[config.mk]
export PLATFORM = sky130hd
export DESIGN_NAME = chunked_body_decoder_flat
export DESIGN_NICKNAME = d
export VERILOG_FILES = /design/src/hw/rtl/cbd_pkg.sv /design/src/hw/rtl/cbd_stream_if.sv /design/src/hw/rtl/cbd_step.sv /design/src/hw/rtl/chunked_body_decoder.sv /design/src/flat_wrapper.sv
export SDC_FILE = /design/constraint.sdc
export NUM_CORES = 1
export LEC_CHECK = 0
export ABC_CLOCK_PERIOD_IN_PS = 3700
export BUFFER_PORTS_ARGS = -buffer_cell sky130_fd_sc_hd__buf_2
export CAP_MARGIN = 25
export CORE_ASPECT_RATIO = 1.4
export CORE_MARGIN = 4
export CORE_UTILIZATION = 40
export CTS_CLUSTER_SIZE = 8
export DETAILED_ROUTE_END_ITERATION = 6
export PLACE_DENSITY_LB_ADDON = 0.12
export SLEW_MARGIN = 20
export SYNTH_ARGS = -nofsm -noshare
export SYNTH_HDL_FRONTEND = slang
export SYNTH_HIERARCHICAL = 1
export SYNTH_SLANG_ARGS = --single-unit
[constraint.sdc]
create_clock -name clk -period 3.7 [get_ports clk]
set_clock_uncertainty 0.1 [all_clocks]
set_input_delay 0.37 -clock clk [delete_from_list [all_inputs] [get_ports clk]]
set_output_delay 0.37 -clock clk [all_outputs]
set_load 0.01 [all_outputs]
[src/hw/rtl/cbd_pkg.sv]
package cbd_pkg;

	localparam int unsigned LenW = 16;

	localparam logic [7:0] ChZero  = 8'h30;
	localparam logic [7:0] ChNine  = 8'h39;
	localparam logic [7:0] ChUpA   = 8'h41;
	localparam logic [7:0] ChUpF   = 8'h46;
	localparam logic [3:0] HexTen  = 4'd10;

	typedef struct packed {
		logic [7:0] raw_byte;
		logic       is_last;
	} in_beat_t;

	typedef struct packed {
		logic [7:0] data_byte;
		logic       has_data;
		logic       end_of_body;
	} out_beat_t;

	typedef struct packed {
		logic            in_data;
		logic [LenW-1:0] remaining;
		logic            skip_next;
	} dec_state_t;

	localparam dec_state_t StateReset = '{in_data: 1'b0, remaining: '0, skip_next: 1'b0};

endpackage

[src/hw/rtl/cbd_stream_if.sv]
interface cbd_stream_if #(
	parameter type payload_t = logic [0:0]
) ();
	logic     valid;
	logic     ready;
	payload_t data;

	modport source (output valid, output data, input ready);
	modport sink   (input valid, input data, output ready);
endinterface

[src/hw/rtl/cbd_step.sv]
module cbd_step (
	input  cbd_pkg::dec_state_t cur,
	input  cbd_pkg::in_beat_t   beat,
	output cbd_pkg::dec_state_t nxt,
	output cbd_pkg::out_beat_t  res,
	output logic                has_res
);
	logic       is_dec;
	logic       is_hex;
	logic [3:0] hex_val;
	logic       have;
	cbd_pkg::dec_state_t upd;

	always_comb begin
		is_dec = (beat.raw_byte >= cbd_pkg::ChZero) && (beat.raw_byte <= cbd_pkg::ChNine);
		is_hex = (beat.raw_byte >= cbd_pkg::ChUpA) && (beat.raw_byte <= cbd_pkg::ChUpF);
		if (is_dec) begin
			hex_val = 4'(beat.raw_byte - cbd_pkg::ChZero);
		end else begin
			hex_val = 4'(beat.raw_byte - cbd_pkg::ChUpA) + cbd_pkg::HexTen;
		end
	end

	always_comb begin
		upd  = cur;
		have = 1'b0;
		if (cur.skip_next) begin
			upd.skip_next = 1'b0;
		end else if (cur.in_data) begin
			if (cur.remaining != '0) begin
				have          = 1'b1;
				upd.remaining = cur.remaining - 1'b1;
			end else begin
				upd.skip_next = 1'b1;
				upd.in_data   = 1'b0;
			end
		end else if (is_dec || is_hex) begin
			upd.remaining = {cur.remaining[cbd_pkg::LenW-5:0], hex_val};
		end else if (cur.remaining != '0) begin
			upd.in_data   = 1'b1;
			upd.skip_next = 1'b1;
		end
	end

	always_comb begin
		nxt             = beat.is_last ? cbd_pkg::StateReset : upd;
		res.data_byte   = have ? beat.raw_byte : 8'h00;
		res.has_data    = have;
		res.end_of_body = beat.is_last;
		has_res         = have || beat.is_last;
	end
endmodule

[src/hw/rtl/chunked_body_decoder.sv]
// Chunked body decoder: one raw byte in, at most one payload beat out.
// A beat is held in the input register until its result can enter the output register.
// One byte per cycle unless a result waits on a stalled output; cbd_step is combinational.
// Beats that yield no result retire from the input register without waiting on the output.
// Reset (arst_n low, asynchronous): size mode, length zero, both registers empty.
module chunked_body_decoder (
	input  logic               clk,
	input  logic               arst_n,
	cbd_stream_if.sink         body,
	cbd_stream_if.source       payload
);
	cbd_pkg::in_beat_t   beat_s1;
	logic                valid_s1;
	cbd_pkg::out_beat_t  res_s2;
	logic                valid_s2;
	cbd_pkg::dec_state_t state_q;

	cbd_pkg::dec_state_t state_nxt;
	cbd_pkg::out_beat_t  res_nxt;
	logic                has_res;
	logic                s2_free;
	logic                adv_s1;

	cbd_step u_step (
		.cur     (state_q),
		.beat    (beat_s1),
		.nxt     (state_nxt),
		.res     (res_nxt),
		.has_res (has_res)
	);

	assign s2_free    = !valid_s2 || payload.ready;
	assign adv_s1     = valid_s1 && (!has_res || s2_free);
	assign body.ready = !valid_s1 || adv_s1;

	always_ff @(posedge clk or negedge arst_n) begin
		if (!arst_n) begin
			valid_s1 <= 1'b0;
		end else if (body.ready) begin
			valid_s1 <= body.valid;
		end
	end

	always_ff @(posedge clk) begin
		if (body.ready && body.valid) begin
			beat_s1 <= body.data;
		end
	end

	always_ff @(posedge clk or negedge arst_n) begin
		if (!arst_n) begin
			state_q <= cbd_pkg::StateReset;
		end else if (adv_s1) begin
			state_q <= state_nxt;
		end
	end

	always_ff @(posedge clk or negedge arst_n) begin
		if (!arst_n) begin
			valid_s2 <= 1'b0;
		end else if (s2_free) begin
			valid_s2 <= adv_s1 && has_res;
		end
	end

	always_ff @(posedge clk) begin
		if (s2_free && adv_s1 && has_res) begin
			res_s2 <= res_nxt;
		end
	end

	assign payload.valid = valid_s2;
	assign payload.data  = res_s2;

`ifndef SYNTHESIS
	a_last_clears: assert property (@(posedge clk) disable iff (!arst_n)
		adv_s1 && beat_s1.is_last |=> state_q == cbd_pkg::StateReset)
		else $error("state not cleared after last byte");

	a_no_empty: assert property (@(posedge clk) disable iff (!arst_n)
		valid_s2 |-> res_s2.has_data || res_s2.end_of_body)
		else $error("empty result beat");

	a_zero_fill: assert property (@(posedge clk) disable iff (!arst_n)
		valid_s2 && !res_s2.has_data |-> res_s2.data_byte == 8'h00)
		else $error("data byte not zero without payload");

	a_skip_len: assert property (@(posedge clk) disable iff (!arst_n)
		state_q.skip_next && state_q.in_data |-> state_q.remaining != '0)
		else $error("entered data mode with zero length");

	a_stall_held: assert property (@(posedge clk) disable iff (!arst_n)
		!body.ready |-> valid_s1 && has_res && valid_s2 && !payload.ready)
		else $error("input stalled without a blocked result");
`endif
endmodule
[src/flat_wrapper.sv]
// flat-port wrapper written by rule: the top's interface ports become plain ports
module chunked_body_decoder_flat 
  (clk, arst_n, body_valid, body_data, body_ready, payload_valid, payload_data, payload_ready);
  cbd_stream_if body_i ();
  cbd_stream_if payload_i ();
  input  logic clk;
  input  logic arst_n;
  input wire logic [$bits(body_i.valid)-1:0] body_valid;
  input wire logic [$bits(body_i.data)-1:0] body_data;
  output wire logic [$bits(body_i.ready)-1:0] body_ready;
  output wire logic [$bits(payload_i.valid)-1:0] payload_valid;
  output wire logic [$bits(payload_i.data)-1:0] payload_data;
  input wire logic [$bits(payload_i.ready)-1:0] payload_ready;
  assign body_i.valid = body_valid;
  assign body_i.data = body_data;
  assign body_ready = body_i.ready;
  assign payload_valid = payload_i.valid;
  assign payload_data = payload_i.data;
  assign payload_i.ready = payload_ready;
  chunked_body_decoder u_core (.clk(clk), .arst_n(arst_n), .body(body_i), .payload(payload_i));
endmodule
==> flow_metrics.env <==
export IMPL_outcome="finished, final reports clean"
export IMPL_ir_worst_vdd_mv=0.359
export IMPL_r2r_start="u_core/state_q[2]$_DFFE_PN0N_"
export IMPL_die_h_um=101
export IMPL_hold_depth=1
export IMPL_drive_gt1_share_pct=14.6
export IMPL_power_share_clock_pct=10.4
export IMPL_timing_fmax_ghz=0.320
export IMPL_clkLatencyLatePin_ns=0.26
export IMPL_grt_overflow=0
export IMPL_cts_inserted_buffers=3
export IMPL_critical_path_class="reg2out"
export IMPL_seqPwrFrac_pct=25.5
export IMPL_rsz0062_at_grt="false"
export IMPL_yosysWarnings=6
export IMPL_core_region_area_sq_um=5950
export IMPL_dr_pass1_iters=5
export IMPL_wl_per_cell_um=17.3
export IMPL_vias=2309
export IMPL_finalHoldViolCount=0
export IMPL_place_hpwl_um=4710
export IMPL_syn_inst=295
export IMPL_antennaDiodeCount=0
export IMPL_worst_pin_slew_ns=0.984
export IMPL_slew_viol_final=0
export IMPL_portBuffers=7
export IMPL_hold_class="in2reg"
export IMPL_ant_nets=0
export IMPL_grt_pass1_vias=2143
export IMPL_powerDensity_nw_per_um2=817
export IMPL_start_util_pct=41.8
export IMPL_fin_tns_setup_ns=0
export IMPL_grt_use_total_pct=18.8
export IMPL_timing_slew_headroom_pct=34.4
export IMPL_grt_max_degree=39
export IMPL_rows=33
export IMPL_min_to="u_core/beat_s1[0]$_DFFE_PP_"
export IMPL_nets=327
export IMPL_cp_end_kind="output port"
export IMPL_p_sw_share_pct=52.3
export IMPL_drv_cap=0
export IMPL_p_sw_uw=1130
export IMPL_final_cell_area_sq_um=2640
export IMPL_ios=8
export IMPL_clk_pin_slew_ns=0.08
export IMPL_clock_path_buffers=2
export IMPL_routed_wirelength_um=6680
export IMPL_fillers=618
export IMPL_worstPathArrival_ns=2.66
export IMPL_power_leakage_uw=0.00104
export IMPL_place_congestion=0.999
export IMPL_p_int_uw=1030
export IMPL_ctsResizeCount=0
export IMPL_antenna_found_initial=0
export IMPL_start_kind="register"
export IMPL_synth_area_sq_um=2490
export IMPL_period_share_pct=84.5
export IMPL_rr_endpoint="u_core/state_q[0]$_DFFE_PN0N_"
export IMPL_drtIter0Drc=170
export IMPL_drc_errors=0
export IMPL_r2r_cells=8
export IMPL_via_per_inst=6.00
export IMPL_place_area_sq_um=2560
export IMPL_die_area_sq_um=7560
export IMPL_hold_ws_ns=0.175
export IMPL_period_needed_ns=3.13
export IMPL_dieWidth_um=74.6
export IMPL_grt_pass1_wl_um=11300
export IMPL_cts_tree="built"
export IMPL_cp_startpoint="u_core/state_q[2]$_DFFE_PN0N_"
export IMPL_r2r_slack_ns=0.77
export IMPL_crit_required_ns=3.23
export IMPL_ctsRootBufferMaster="clkbuf_8"
export IMPL_pwr_share_comb_pct=64.1
export IMPL_setup_viol=0
export IMPL_cts_sinks=22
export IMPL_htree_levels=1
export IMPL_min_delay_start="body_data"
export IMPL_worstPathMaxFanout=20
export IMPL_area_growth_syn_to_layout_pct=6.29
export IMPL_avgSynthCellArea_sq_um=8.43
[worst max-delay path by stage]
| stage | end | cells after the start |
|---|---|---|
| floorplan | body_ready | 9 |
| global placement | u_core/state_q[9]$_DFFE_PN0N_ | 8 |
| detailed placement | u_core/state_q[0]$_DFFE_PN0N_ | 8 |
| CTS | body_ready | 9 |
| global route | body_ready | 9 |
| finish | body_ready | 9 |
[cell usage in the layout (no fill, tap or decap), types with 3 or more instances in the layout]
master and instances:
o211ai_1 9, buf_4 7, o32ai_1 3, or3_1 4, nor4_1 5, o21ai_0 7, nand2_1 35, dfrtp_1 20
o21bai_1 3, o211ai_2 10, nand2b_1 21, nand3_1 5, clkbuf_8 3, conb_1 27, inv_1 11, nand4b_1 19
nor2b_1 5, nor3_1 8, and2_1 3, buf_2 7, a21oi_1 9, nor2_1 20, mux2i_1 3, a31oi_1 7
nor4_2 3, ha_1 6
[critical path: stages (launching register included)]
cell and delay [ns]:
dfrtp_1 0.47, inv_1 0.13, ha_1 0.18, nor4b_1 0.36, and4_1 0.42, nor2_1 0.09, or2_2 0.29, buf_4 0.21
nand3_1 0.08, buf_2 0.15
[layer usage]
metal	GRT usage (%)	wire [um]
met4	6.16	170
met3	1.49	309
met1	26.7	3010
met2	29.9	3190
met5	0	0
[flip-flops by register name, summed over array words and instances, names as in the netlist]
signal / flops
u_core/state_q: 18
u_core/beat_s1: 1
u_core/payload.data: 1
u_core/payload.valid: 1
u_core/valid_s1: 1
[stage by stage]
stage	utilization [%]	worst slack, ns	total power, uW	instances
detailed placement	43.1	0.820	1890	380
finish	44.5	0.573	2160	385
global placement	43.1	0.924	1890	380
floorplan	-	1.23	1580	321
global route	44.5	0.296	2330	385
CTS	44.5	0.584	2120	385
[cell type report]
| class | count | area [sq um] | share of cell area [%] |
|---|---|---|---|
| Sequential cell | 22 | 561 | 21.2 |
| Clock inverter | 1 | 30.0 | 1.14 |
| Clock buffer | 3 | 41.3 | 1.56 |
| Tap cell | 70 | 87.6 | 3.31 |
| Timing Repair Buffer | 15 | 97.6 | 3.69 |
| Inverter | 11 | 41.3 | 1.56 |
| Multi-Input combinational cell | 263 | 1790 | 67.5 |
[power groups by stage]
stage	clock network (uW)	logic (uW)	registers, uW
after CTS	231	1350	545
after detailed placement	0	1340	551
after floorplan	0	1120	459
after global routing	239	1510	577
after global placement	0	1340	551
final	225	1380	551
[what timing repair did]
item                                   4_1_cts  5_1_grt
buffers inserted                             0        0
endpoints found under the hold margin       20        0
hold buffers                                 1        0
Note: power is estimated with default switching activity, not from simulation.
